File: src/sv/rtti_pkg.sv
// Shared types, constants and character codes for the radix text-to-integer block.
package rtti_pkg;

    localparam int VALUE_BITS = 32;
    // Product width: value times a 6-bit radix, plus sign and margin.
    localparam int WIDE_BITS  = VALUE_BITS + 8;
    localparam int BASE_BITS  = 6;
    localparam int DIGIT_BITS = 6;

    localparam logic [BASE_BITS-1:0] BASE_RESET = BASE_BITS'(10);
    localparam logic [BASE_BITS-1:0] BASE_MIN   = BASE_BITS'(2);
    localparam logic [BASE_BITS-1:0] BASE_MAX   = BASE_BITS'(36);

    localparam logic [7:0] CH_PLUS  = 8'h2B;
    localparam logic [7:0] CH_MINUS = 8'h2D;
    localparam logic [7:0] CH_0     = 8'h30;
    localparam logic [7:0] CH_9     = 8'h39;
    localparam logic [7:0] CH_UA    = 8'h41;
    localparam logic [7:0] CH_UZ    = 8'h5A;
    localparam logic [7:0] CH_LA    = 8'h61;
    localparam logic [7:0] CH_LZ    = 8'h7A;

    typedef struct packed {
        logic [7:0] text_byte;
        logic       last_byte;
    } in_t;

    typedef struct packed {
        logic signed [VALUE_BITS-1:0] parsed_value;
        logic                         parse_error;
    } out_t;

    // Per-text parse state; the accumulator is always zero or negative.
    typedef struct packed {
        logic signed [VALUE_BITS-1:0] acc;
        logic                         is_neg;
        logic                         err;
        logic                         first;
    } state_t;

    localparam state_t STATE_CLEAR = '{acc: '0, is_neg: 1'b0, err: 1'b0, first: 1'b1};

endpackage

File: src/sv/radix_text_to_integer_core.sv
// Top level of the radix text-to-integer parser.
//
// Usage:
//   in channel  : one text character per beat (text_byte, last_byte), valid/stall.
//   out channel : one result beat per text (parsed_value, parse_error),
//                 issued only for the beat flagged last_byte.
//   cfg channel : cfg_valid/cfg_ready write of number_base (radix 2..36);
//                 cfg_ready is always high. Write only while the block is idle.
// Throughput: one character per cycle, sustained unless a last character waits behind a stalled result.
// A character taken into the input register is parsed into the parse state and,
//   for a last character, into the result register, from which its result beat
//   is then offered.
// The parse step between the input register and the state is one 32x6
//   multiply, one subtract and one compare.
// Reset: radix returns to 10, parse state clears, both registers go empty.
// Stall: a stalled result holds in the result register. Characters that end
//   no text keep flowing into the parse state; a last character waiting behind
//   a stalled result holds the input register and raises in_stall.
// Errors (bad sign, bad digit, bad radix, overflow) are sticky until the last
//   character, which then returns -1 with parse_error set.
module radix_text_to_integer_core (
    input  logic                            clk,
    input  logic                            rst_n,
    input  logic                            in_valid,
    output logic                            in_stall,
    input  rtti_pkg::in_t                   in_data,
    output logic                            out_valid,
    input  logic                            out_stall,
    output rtti_pkg::out_t                  out_data,
    input  logic                            cfg_valid,
    output logic                            cfg_ready,
    input  logic [rtti_pkg::BASE_BITS-1:0]  cfg_data
);
    import rtti_pkg::*;

    // Radix register.
    logic [BASE_BITS-1:0] base_reg;

    // Input register.
    logic   in_valid_reg;
    logic   in_valid_next;
    in_t    in_reg;

    // Parse state.
    state_t st_reg;
    state_t st_next;

    out_t   step_res;
    logic   out_free;
    logic   advance;   // input register beat is consumed this cycle
    logic   take;      // new beat accepted this cycle
    logic   emit;

    assign cfg_ready = 1'b1;

    always_ff @(posedge clk or negedge rst_n)
    begin
        if (!rst_n)
        begin
            base_reg <= BASE_RESET;
        end
        else if (cfg_valid && cfg_ready)
        begin
            base_reg <= cfg_data;
        end
    end

    // A non-last beat never needs the result register.
    assign advance       = in_valid_reg && (!in_reg.last_byte || out_free);
    assign in_stall      = in_valid_reg && !advance;
    assign take          = in_valid && !in_stall;
    assign in_valid_next = take ? 1'b1 : (in_valid_reg && !advance);
    assign emit          = advance && in_reg.last_byte;

    always_ff @(posedge clk or negedge rst_n)
    begin
        if (!rst_n)
        begin
            in_valid_reg <= 1'b0;
        end
        else
        begin
            in_valid_reg <= in_valid_next;
        end
    end

    always_ff @(posedge clk)
    begin
        if (take)
        begin
            in_reg <= in_data;
        end
    end

    rtti_step u_step (
        .st      (st_reg),
        .item    (in_reg),
        .base    (base_reg),
        .st_next (st_next),
        .res     (step_res)
    );

    always_ff @(posedge clk or negedge rst_n)
    begin
        if (!rst_n)
        begin
            st_reg <= STATE_CLEAR;
        end
        else if (advance)
        begin
            st_reg <= st_next;
        end
    end

    rtti_out_stage u_out (
        .clk       (clk),
        .rst_n     (rst_n),
        .load      (emit),
        .load_data (step_res),
        .free      (out_free),
        .out_valid (out_valid),
        .out_stall (out_stall),
        .out_data  (out_data)
    );

    // Accumulator is built as a negative number: never positive.
    assert property (@(posedge clk) disable iff (!rst_n)
        st_reg.acc[VALUE_BITS-1] || (st_reg.acc == '0))
        else $error("accumulator went positive");

    // An error result always carries -1.
    assert property (@(posedge clk) disable iff (!rst_n)
        out_valid && out_data.parse_error |-> (out_data.parsed_value == '1))
        else $error("error result without -1 value");

    // Finishing a text returns the parse state to its cleared form.
    assert property (@(posedge clk) disable iff (!rst_n)
        emit |=> (st_reg.first && !st_reg.err && !st_reg.is_neg && st_reg.acc == '0))
        else $error("parse state not cleared after last byte");

    // A last beat that is consumed always finds the result register free.
    assert property (@(posedge clk) disable iff (!rst_n)
        emit |-> out_free)
        else $error("result overwritten while stalled");

endmodule

File: src/sv/rtti_step.sv
// Next-state and result logic for one character of the number text.
module rtti_step (
    input  rtti_pkg::state_t               st,
    input  rtti_pkg::in_t                  item,
    input  logic [rtti_pkg::BASE_BITS-1:0] base,
    output rtti_pkg::state_t               st_next,
    output rtti_pkg::out_t                 res
);
    import rtti_pkg::*;

    logic [7:0]                   c;
    logic [DIGIT_BITS-1:0]        digit;
    logic                         is_digit;
    logic                         digit_ok;
    logic                         bad_base;
    logic                         is_sign;
    logic signed [WIDE_BITS-1:0]  prod;
    logic signed [WIDE_BITS-1:0]  cand;
    logic signed [WIDE_BITS-1:0]  limit;
    logic                         ovf;
    state_t                       upd;

    assign c = item.text_byte;

    always_comb
    begin
        digit    = '0;
        is_digit = 1'b0;
        if (c >= CH_LA && c <= CH_LZ)
        begin
            digit    = DIGIT_BITS'(c - CH_LA) + DIGIT_BITS'(10);
            is_digit = 1'b1;
        end
        else if (c >= CH_UA && c <= CH_UZ)
        begin
            digit    = DIGIT_BITS'(c - CH_UA) + DIGIT_BITS'(10);
            is_digit = 1'b1;
        end
        else if (c >= CH_0 && c <= CH_9)
        begin
            digit    = DIGIT_BITS'(c - CH_0);
            is_digit = 1'b1;
        end
    end

    assign digit_ok = is_digit && (digit < base);
    assign bad_base = (base < BASE_MIN) || (base > BASE_MAX);
    assign is_sign  = st.first && (c == CH_PLUS || c == CH_MINUS);

    // acc*base - digit < limit covers both the acc < limit/base test
    // and the post-multiply test.
    assign prod  = $signed({{(WIDE_BITS-VALUE_BITS){st.acc[VALUE_BITS-1]}}, st.acc})
                 * $signed({{(WIDE_BITS-BASE_BITS){1'b0}}, base});
    assign cand  = prod - $signed({{(WIDE_BITS-DIGIT_BITS){1'b0}}, digit});
    assign limit = $signed({{(WIDE_BITS-VALUE_BITS+1){1'b1}}, {(VALUE_BITS-1){1'b0}}})
                 + $signed({{(WIDE_BITS-1){1'b0}}, !st.is_neg});
    assign ovf   = cand < limit;

    always_comb
    begin
        upd       = st;
        upd.first = 1'b0;
        if (!st.err)
        begin
            if (bad_base)
            begin
                upd.err = 1'b1;
            end
            else if (is_sign)
            begin
                upd.is_neg = (c == CH_MINUS);
                if (item.last_byte)
                begin
                    upd.err = 1'b1;
                end
            end
            else if (!digit_ok || ovf)
            begin
                upd.err = 1'b1;
            end
            else
            begin
                upd.acc = cand[VALUE_BITS-1:0];
            end
        end
    end

    always_comb
    begin
        res.parse_error = upd.err;
        if (upd.err)
        begin
            res.parsed_value = '1;
        end
        else if (upd.is_neg)
        begin
            res.parsed_value = upd.acc;
        end
        else
        begin
            res.parsed_value = -upd.acc;
        end
        st_next = item.last_byte ? STATE_CLEAR : upd;
    end

endmodule

File: src/sv/rtti_out_stage.sv
// Result register with valid/stall handshake toward the receiver.
module rtti_out_stage (
    input  logic           clk,
    input  logic           rst_n,
    input  logic           load,
    input  rtti_pkg::out_t load_data,
    output logic           free,
    output logic           out_valid,
    input  logic           out_stall,
    output rtti_pkg::out_t out_data
);
    import rtti_pkg::*;

    logic valid_reg;
    logic valid_next;
    out_t data_reg;

    assign free       = !valid_reg || !out_stall;
    assign valid_next = load ? 1'b1 : (valid_reg && out_stall);

    always_ff @(posedge clk or negedge rst_n)
    begin
        if (!rst_n)
        begin
            valid_reg <= 1'b0;
        end
        else
        begin
            valid_reg <= valid_next;
        end
    end

    always_ff @(posedge clk)
    begin
        if (load)
        begin
            data_reg <= load_data;
        end
    end

    assign out_valid = valid_reg;
    assign out_data  = data_reg;

endmodule

File: config.mk
export PLATFORM = sky130hd
export DESIGN_NAME = radix_text_to_integer_core
export DESIGN_NICKNAME = d
export VERILOG_FILES = /design/src/sv/rtti_pkg.sv /design/src/sv/radix_text_to_integer_core.sv /design/src/sv/rtti_step.sv /design/src/sv/rtti_out_stage.sv
export SDC_FILE = /design/constraint.sdc
export NUM_CORES = 1
export LEC_CHECK = 0
export BUFFER_PORTS_ARGS = -buffer_cell sky130_fd_sc_hd__buf_2
export CAP_MARGIN = 40
export CORE_ASPECT_RATIO = 0.9
export CORE_MARGIN = 5
export CORE_UTILIZATION = 55
export DETAILED_ROUTE_END_ITERATION = 6
export HOLD_SLACK_MARGIN = 0.05
export PLACE_DENSITY = 0.72
export SLEW_MARGIN = 20
export SYNTH_ARGS = -nofsm -noshare
export SYNTH_HDL_FRONTEND = slang
export SYNTH_SLANG_ARGS = --single-unit
File: constraint.sdc
create_clock -name clk -period 16.8 [get_ports clk]
set_input_delay 1.68 -clock clk [delete_from_list [all_inputs] [get_ports clk]]
set_output_delay 1.68 -clock clk [all_outputs]
set_load 0.01 [all_outputs]
Yosys cells after proc, flatten, opt, wreduce, memory -nomap -nowiden
Index checks and enable logic that the tools add are counted.
{"block": "classes", "add_sub_neg": 8, "n_mul": 1, "n_lt_le_gt_ge": 10, "eq_ne": 2, "muxes": 19, "reduce_logical": 22}
{"cell": "two-way mux 32 bit", "n": 3}
{"cell": "less-than comparator 40 bit", "n": 1}
{"cell": "subtractor 40 x 7 -> 40 bit", "n": 1}
{"cell": "multiplier 32 x 7 -> 39 bit", "n": 1}
{"cell": "two-way mux 35 bit", "n": 1}
{"cell": "two-way mux 34 bit", "n": 1}
{"cell": "adder 32 x 2 -> 33 bit, first input constant", "n": 1}
{"cell": "two-way mux 33 bit", "n": 1}
{"cell": "negator 32 bit", "n": 1}
{"cell": "two-way mux 6 bit", "n": 3}
{"cell": "equality test 8 x 6 -> 1 bit, second input constant", "n": 2}
{"cell": ">= comparator 8 x 7 -> 1 bit, second input constant", "n": 2}
{"cell": "<= comparator 8 x 7 -> 1 bit, second input constant", "n": 2}
{"cell": "adder 6 x 4 -> 6 bit, second input constant", "n": 2}
{"cell": "subtractor 6 bit, second input constant", "n": 2}
{"cell": "logical AND 1 bit", "n": 10}
{"cell": "two-way mux 1 bit", "n": 10}
{"cell": ">= comparator 8 x 6 -> 1 bit, second input constant", "n": 1}
{"cell": "<= comparator 8 x 6 -> 1 bit, second input constant", "n": 1}
{"cell": "zero test 1 bit", "n": 7}
{"cell": "> comparator 6 bit, second input constant", "n": 1}
{"cell": "less-than comparator 6 x 2 -> 1 bit, second input constant", "n": 1}
{"cell": "less-than comparator 6 bit", "n": 1}
{"cell": "subtractor 6 x 1 -> 6 bit, second input constant", "n": 1}
{"cell": "logical OR 1 bit", "n": 5}
{"block": "totals", "regBits": 85, "input_bits": 20}

Longest topological paths before layout
Gate-level depths: netlist of the first run.
{"block": "logic_depth", "word_depth": 15, "mapped_depth": 43, "ltp_nobuf": 37}

Cells and area by module
A second synthesis of the first run with hierarchy kept.
{"block": "unflattened", "hier_cells": 1618, "area_unflattened_um2": 13904.6}
{"module": "rtti_step", "instances": 1, "cells_per_inst": 1476, "area_each_um2": 10978.0, "seq_area_each_um2": 0.0}
{"module": "radix_text_to_integer_core", "instances": 1, "cells_per_inst": 106, "area_each_um2": 1899.3, "seq_area_each_um2": 1325.0}
{"module": "rtti_out_stage", "instances": 1, "cells_per_inst": 36, "area_each_um2": 1027.2, "seq_area_each_um2": 1016.0}

Worst setup path before layout of the first run
OpenSTA, ideal clock, no wires.
{"block": "synth_path", "path_kind": "flip-flop to flip-flop", "startpoint": "register base_reg[2]", "endpoint": "register u_out.data_reg (netlist bit u_out.out_data[23]), data pin", "t_arrival_ns": 9.547, "required_ns": 16.541, "slack_ns": 6.995, "path_stages_with_launch": 42, "period_less_slack_ns": 9.805, "path_cell_list": "dfrtp_1 -> clkbuf_1 -> and2_1 -> fa_1 -> inv_1 -> fa_1 -> inv_1 -> fa_1 -> inv_1 -> fa_1 -> inv_1 -> ha_1 -> buf_2 -> a21o_1 -> a21oi_2 -> a211oi_2 -> or4_1 -> and3_1 -> [... 6 more ...] -> nor4_1 -> a22oi_2 -> o21ai_4 -> buf_6 -> buf_2 -> mux2i_1 -> ha_1 -> nand2_1 -> or4_1 -> nor3_1 -> nand2_1 -> or3_1 -> nor3_1 -> o211a_1 -> a41oi_1 -> o21ai_1 -> xnor2_1 -> nand2_1"}
{"block": "synth_via", "elab_chain_cells": 10}
{"element": "from (decl)", "line": "radix_text_to_integer_core.sv:37", "rtl": "logic [BASE_BITS-1:0] base_reg;"}
{"element": "from (signal assigned)", "line": "radix_text_to_integer_core.sv:64", "rtl": "base_reg <= cfg_data;"}
{"element": "multiplier 32 x 7 -> 39 bit / less-than comparator 6 bit (equally long branches)", "line": "rtti_step.sv:53, rtti_step.sv:46"}
{"element": "subtractor 40 x 7 -> 40 bit / logical AND 1 bit (equally long branches)", "line": "rtti_step.sv:54, rtti_step.sv:46"}
{"element": "less-than comparator 40 bit / zero test 1 bit (equally long branches)", "line": "rtti_step.sv:57, rtti_step.sv:77"}
{"element": "logical OR 1 bit", "line": "rtti_step.sv:77", "rtl": "else if (!digit_ok || ovf)"}
{"element": "two-way mux 32 bit", "line": "rtti_step.sv:77"}
{"element": "two-way mux 32 bit", "line": "rtti_step.sv:69", "rtl": "else if (is_sign)"}
{"element": "two-way mux 33 bit", "line": "rtti_step.sv:65", "rtl": "if (bad_base)"}
{"element": "two-way mux 34 bit *", "line": "rtti_step.sv:63", "rtl": "if (!st.err)"}
{"element": "negator 32 bit", "line": "rtti_step.sv:101", "rtl": "res.parsed_value = -upd.acc;"}
{"element": "two-way mux 32 bit", "line": "rtti_step.sv:95", "rtl": "else if (upd.is_neg)"}
{"element": "to (signal assigned)", "line": "rtti_out_stage.sv:37", "rtl": "data_reg <= load_data;"}
{"element": "to (decl)", "line": "rtti_out_stage.sv:16", "rtl": "out_t data_reg;"}
Every way passes the cells marked *; elsewhere a longest branch is shown, timed or not.
A chain may end at the register's enable or synchronous reset.

Worst setup path in the final report of the first run
{"block": "layout_path", "startpoint": "register base_reg[1]", "endpoint": "register u_out.data_reg (netlist bit u_out.out_data[23]), data pin"}
The elaborated chain is that of the path after synthesis.

==> results of run 1 <==
worst max-delay path: cells and delay by family (launching register included):
kind                     cells  cell delay [ps]
flip-flops                   1              970
XOR/XNOR                     1              130
AND/OR/NAND/NOR             11             3460
buffers and inverters        2              110
adder cells (fa/ha/maj)      6             2680
multiplexers                 1              340
AO/OA/AOI/OAI               11             3010
stage by stage:
step                      hold slack [ps]  utilization
after floorplan                     446.6            -
after global placement              472.7       0.5705
after detailed placement            478.9       0.5724
after CTS                           488.0       0.5845
after global routing                509.7       0.5865
final                               483.2       0.5865
layout make-up:
cell class,count,area (um^2),area share
multi-input cells,1335,10490,0.7159
repair buffers,68,410.4,0.02801
clock buffers,14,244.0,0.01665
inverters,181,679.4,0.04637
clock inverters,2,60.06,0.004099
flip-flops and latches,85,2341,0.1598
well taps,342,427.9,0.02921
cell usage in the layout, fill, tap and decap left out, types with 7 or more instances in the layout:
master and count:
nand2_1 186, inv_1 179, and2_1 169, fa_1 132
nor2_1 104, ha_1 98, a21oi_1 75, o21ai_0 63
xnor2_1 55, buf_2 54, o21ai_1 44, edfxtp_1 42
dfrtp_1 40, nor3_1 31, mux2i_1 31, or3_1 27
xor2_1 22, nand3_1 21, nand4_1 20, o21a_1 18
and3_1 14, a21o_1 13, or2_2 13, nand2b_1 12
nor4_1 11, or4_1 11, nor2b_1 10, a211oi_1 9
a22oi_1 9, a31oi_1 9, clkbuf_16 9, o211ai_1 8
a22o_1 7, buf_4 7
power by group:
part           internal [W]  leakage (nW)  switching (W)
clock network      0.000131         0.145      0.0000774
logic              0.000428          5.72       0.000693
registers          0.000237         0.883      0.0000393
total              0.000796          6.75       0.000810
path summary, 6_finish.rpt:
kind	slack [ps]	to	cells past startpoint
worst max-delay path	5790	u_out.out_data[23]$_SDFFCE_PN1P_	32
min in group asynchronous	1420	st_reg[5]$_DFFE_PN0P_	2
worst min register to register	480	st_reg[0]$_DFFE_PN1P_	2
worst min-delay path	480	st_reg[0]$_DFFE_PN1P_	2
worst max register to register	5790	u_out.out_data[23]$_SDFFCE_PN1P_	32
max in group asynchronous	14920	st_reg[29]$_DFFE_PN0P_	2
routing by layer:
layer / global-route usage / vias to the layer above / part of all wire
met5: 0 / - / 0
met4: 0.07838 / 0 / 0.028
met3: 0.03577 / 68 / 0.061
met2: 0.4416 / 458 / 0.47
met1: 0.3726 / 5931 / 0.44
li1: - / 5706 / -
logic make-up (layout without fill, tap and decap cells):
group,after synthesis,count (layout),share of synthesized area
AND/OR/NAND/NOR,657,657,0.2448
AO/OA/AOI/OAI,330,330,0.1533
buffers and inverters,271,265,0.07640
adder cells (fa/ha/maj),230,230,0.2786
flip-flops,85,85,0.1686
XOR/XNOR,77,77,0.04856
multiplexers,40,40,0.02955
other,1,1,0.0002700
==> results.json, run 1 <==
{
  "outcome": "finished, final reports clean",
  "pre_cts_ws_ps": 5949,
  "dpl-instance-area_um2": 14300,
  "port_buffers": 54,
  "rsz0062_at_grt": "false",
  "area_delta_synth_final_pct": 5.505,
  "p_leak_nw": 6.751,
  "clockBufferDepth": 2,
  "max-slew-margin-rel": 0.4111,
  "worst_slack_ps": 5786,
  "synth_area_um2": 13890,
  "synth.avg_cell_area_um2": 8.212,
  "min_from": "st_reg[0]$_DFFE_PN1P_",
  "yosysUniqueCellTypes": 83,
  "cts.sinks": 85,
  "h-tree-depth": 3,
  "viasPerCell": 6.000,
  "grt_usage": 0.2687,
  "crit_path_end_kind": "flop",
  "crit_arrival_ps": 11100,
  "insertion_delay_ps": 350,
  "synth_ff_type": "edfxtp_1",
  "largest_register_ffs": 35,
  "timing.final.crit_share": 0.6556,
  "dp_hpwl_mm": 29.70,
  "gp_congestion": 0.9723,
  "drc": 0,
  "clockRootBuffer": "clkbuf_16",
  "wl_mm": 37.62,
  "drtIter0Drc": 1096,
  "synth_cells": 1691,
  "fin_area_um2": 14650,
  "synth_edf_count": 42,
  "fmax_ghz": 0.09079,
  "p_per_area_nw_per_um2": 109.6,
  "ys_ff_latch": 85,
  "slew_viol_final": 0,
  "via_count": 12163,
  "nNetsFinal": 1930,
  "grt_max_degree": 73,
  "start_util": 0.5559,
  "core_um2": 24980,
  "yosys-top-cells-area": "fa_1, edfxtp_1, ha_1",
  "grt_pass1_vias": 12098,
  "grt_pass1_wl_mm": 62.24,
  "ys_top_cells_by_count": "nand2_1, inv_1, and2_1",
  "peakVddDrop_v": 0.00006105,
  "fin_cells": 2027,
  "setup_tns_ps": 0,
  "post_cts_buffers": 0,
  "synth_top_area_share": 0.1903,
  "hold_buffers": 0,
  "worst_r2r_startpoint": "base_reg[1]$_DFFE_PN1P_",
  "path_clk_slew_ps": 60,
  "synth_largest_area_cell": "fa_1",
  "n_fill_cell": 2256,
  "async_reset_ff_frac": 0.5059,
  "setup_viol": 0,
  "worstMarginPinSlew_ps": 874.1,
  "cts_tree": "built",
  "wl_per_cell_um": 18.56,
  "cpMaxStageDelayCell": "dfstp_2",
  "min_period_ps": 11010,
  "dp_cells": 2006,
  "crit_top_cell": "fa_1",
  "synth.most_common_cell": "nand2_1",
  "cap_violations": 0,
  "skew_ps": 10.31,
  "num_io_pins": 56,
  "die-height_um": 160.7,
  "postRouteAntennaNets": 0,
  "die_width_um": 177.5,
  "hold_class": "flop to flop",
  "syn_nets": 1941,
  "p_total_w": 0.001606,
  "antennaDiodeCount": 0,
  "cp_slowest_stage_delay_ps": 970,
  "drive_gt1_frac": 0.06766,
  "row_count": 55,
  "cp-start-kind": "flop",
  "ys_seq_area_frac": 0.1686,
  "crit_start": "base_reg[1]$_DFFE_PN1P_",
  "die-area_um2": 28530,
  "worst-path-max-fanout": 33,
  "cts_resized": 0,
  "antenna_found_initial": 1,
  "critPathRequiredTime_ps": 16890,
  "path_class": "flop to flop",
  "synth_warnings": 0,
  "grt_remaining_overflow": 0,
  "drt-pass1-iter-count": 5,
  "final-hold-violation-count": 0,
  "cts_buffers": 9
}
No activity file was read; power rests on OpenSTA's default activity.
==> run 2, diff against run 1 <==
Settings changed: PLACE_DENSITY 0.72 to 0.75.
Clock period 16.8 ns to 9 ns, I/O delays scaled along.
==> results.json, run 2 (synthesized netlist as in run 1, its figures left out) <==
{
  "worst-path-max-fanout": 8,
  "setup_viol": 8,
  "drtIter0Drc": 1472,
  "core_um2": 24980,
  "die-height_um": 160.7,
  "grt_usage": 0.3112,
  "cp-start-kind": "flop",
  "cpMaxStageDelayCell": "dfstp_4",
  "worst_r2r_startpoint": "base_reg[1]$_DFFE_PN1P_",
  "grt_pass1_wl_mm": 70.76,
  "rsz0062_at_grt": "true",
  "start_util": 0.5559,
  "skew_ps": 6.654,
  "reg2reg_to": "u_out.out_data[29]$_SDFFCE_PN1P_",
  "r2r_slack_ps": -300,
  "layout_common_cells": "buf_4, nand2_1, inv_1, and2_1, fa_1",
  "critPathRequiredTime_ps": 9090,
  "fmax_ghz": 0.1075,
  "p_leak_nw": 8.376,
  "worstMarginPinSlew_ps": 726.1,
  "wl_mm": 46.12,
  "num_io_pins": 56,
  "met1Wirelength_mm": 18.28,
  "antennaDiodeCount": 0,
  "path_clk_slew_ps": 70,
  "drt-pass1-iter-count": 6,
  "row_count": 55,
  "die_width_um": 177.5,
  "hold_class": "flop to flop",
  "cts.sinks": 85,
  "p_total_w": 0.003964,
  "max-slew-margin-rel": 0.5159,
  "antenna_found_initial": 1,
  "grt_max_degree": 54,
  "drive_gt1_frac": 0.2739,
  "slew_viol_final": 0,
  "largest_register_ffs": 35,
  "area_delta_synth_final_pct": 28.53,
  "clockBufferDepth": 2,
  "crit_top_cell": "fa_1",
  "final-hold-violation-count": 0,
  "drc": 0,
  "cts_tree": "built",
  "postLayoutCoreUtil": 0.7146,
  "clockRootBuffer": "clkbuf_16",
  "holdPathEnd": "st_reg[0]$_DFFE_PN1P_",
  "min_from": "st_reg[0]$_DFFE_PN1P_",
  "grt_remaining_overflow": 0,
  "final_common_cell": "buf_4",
  "wl_per_cell_um": 19.81,
  "outcome": "finished, violations left",
  "p_comb_frac": 0.788,
  "nNetsFinal": 2231,
  "violations": "setup timing",
  "cp_slowest_stage_delay_ps": 720,
  "p_int_w": 0.002062,
  "switching_power_w": 0.001902,
  "clock_power_share": 0.090,
  "worst_slack_ps": -301.3,
  "crit_arrival_ps": 9390,
  "swShare": 0.4798,
  "n_fill_cell": 1850,
  "peakVddDrop_v": 0.0001773,
  "viasPerCell": 5.944,
  "pre_cts_ws_ps": -609.4,
  "crit_path_end_kind": "flop",
  "insertion_delay_ps": 350,
  "seq_power_share": 0.122,
  "die-area_um2": 28530,
  "via_count": 13838,
  "port_buffers": 54,
  "h-tree-depth": 3,
  "min_period_ps": 9301,
  "dr.max_layer_used": "met5",
  "gp_congestion": 1.020,
  "cts_buffers": 9,
  "dp_hpwl_mm": 35.54,
  "reg2reg_depth": 35,
  "grt_pass1_vias": 13475,
  "path_class": "flop to flop",
  "hold_depth": 2,
  "route.met3.wl_mm": 3.836,
  "postRouteAntennaNets": 0,
  "met2_length_mm": 21.69,
  "cap_violations": 0,
  "timing.final.crit_share": 1.033,
  "p_per_area_nw_per_um2": 222.1
}
==> run 2: cell types whose count changed in the layout (fill, tap and decap cells not counted), sizes merged <==
cell / delta
buf: +302
bufinv: -2
clkbuf: -6
clkinv: +5
clkinvlp: +1
inv: +1
==> run 2: layout make-up <==
cell class                      count  area, um^2  area share
Multi-Input combinational cell   1335       11290      0.6323
Tap cell                          342       427.9     0.02397
Clock inverter                      7       51.30    0.002874
Clock buffer                        9       225.2     0.01262
Inverter                          181       679.4     0.03806
Timing Repair Buffer              369        2830      0.1586
Sequential cell                    85        2349      0.1316
==> run 2: worst max-delay path by stage <==
stage	slack, ps	cells past startpoint	from	endpoint
floorplan	-510	42	base_reg[2]$_DFFE_PN0P_	u_out.out_data[23]$_SDFFCE_PN1P_
global placement	-440	33	base_reg[3]$_DFFE_PN1P_	u_out.out_data[25]$_SDFFCE_PN1P_
detailed placement	-610	33	base_reg[3]$_DFFE_PN1P_	u_out.out_data[25]$_SDFFCE_PN1P_
CTS	-310	36	base_reg[3]$_DFFE_PN1P_	u_out.out_data[25]$_SDFFCE_PN1P_
global route	-630	34	base_reg[1]$_DFFE_PN1P_	u_out.out_data[23]$_SDFFCE_PN1P_
finish	-300	35	base_reg[1]$_DFFE_PN1P_	u_out.out_data[29]$_SDFFCE_PN1P_
==> run 2: metrics by stage <==
step | setup TNS, ps | instance area (um^2) | hold slack (ps) | instances
after CTS | -1656 | 17190 | 489.0 | 2308
after global placement | -2663 | 16420 | 460.6 | 2276
after detailed placement | -4303 | 16460 | 475.4 | 2278
after global routing | -4568 | 17850 | 513.8 | 2328
after floorplan | -2415 | 13990 | 446.6 | 1691
final | -1822 | 17850 | 482.5 | 2328
==> run 2: timing repair <==
item                       in CTS  in global routing
buffers inserted               14                 18
pin swaps                      29                 47
setup endpoints to repair      10                 18
gates resized for setup        67                 95
hold buffers                    0                  0
==> run 2: worst max-delay path: cells and delay by family (launching register included) <==
family / cells / cell delay [ps]
simple gates: 12 / 2510
xor+xnor: 1 / 130
flops: 1 / 720
fa+ha+maj: 6 / 2660
buf+inv: 4 / 360
compound gates: 11 / 2350
mux: 1 / 300
==> run 2: power by group through the flow <==
stage	clock (W)	combinational, W	sequential [W]
2_1_floorplan	0	0.00166	0.000471
3_3_place_gp	0	0.00266	0.000494
3_5_place_dp	0	0.00272	0.000495
4_1_cts	0.000355	0.00291	0.000486
5_1_grt	0.000377	0.00333	0.000487
6_report	0.000356	0.00312	0.000486
==> run 2: routing by layer <==
layer | up-vias | track usage
met5 | - | 0
met4 | 2 | 0.1304
met3 | 155 | 0.05954
met2 | 717 | 0.5063
met1 | 6648 | 0.4071
li1 | 6316 | -
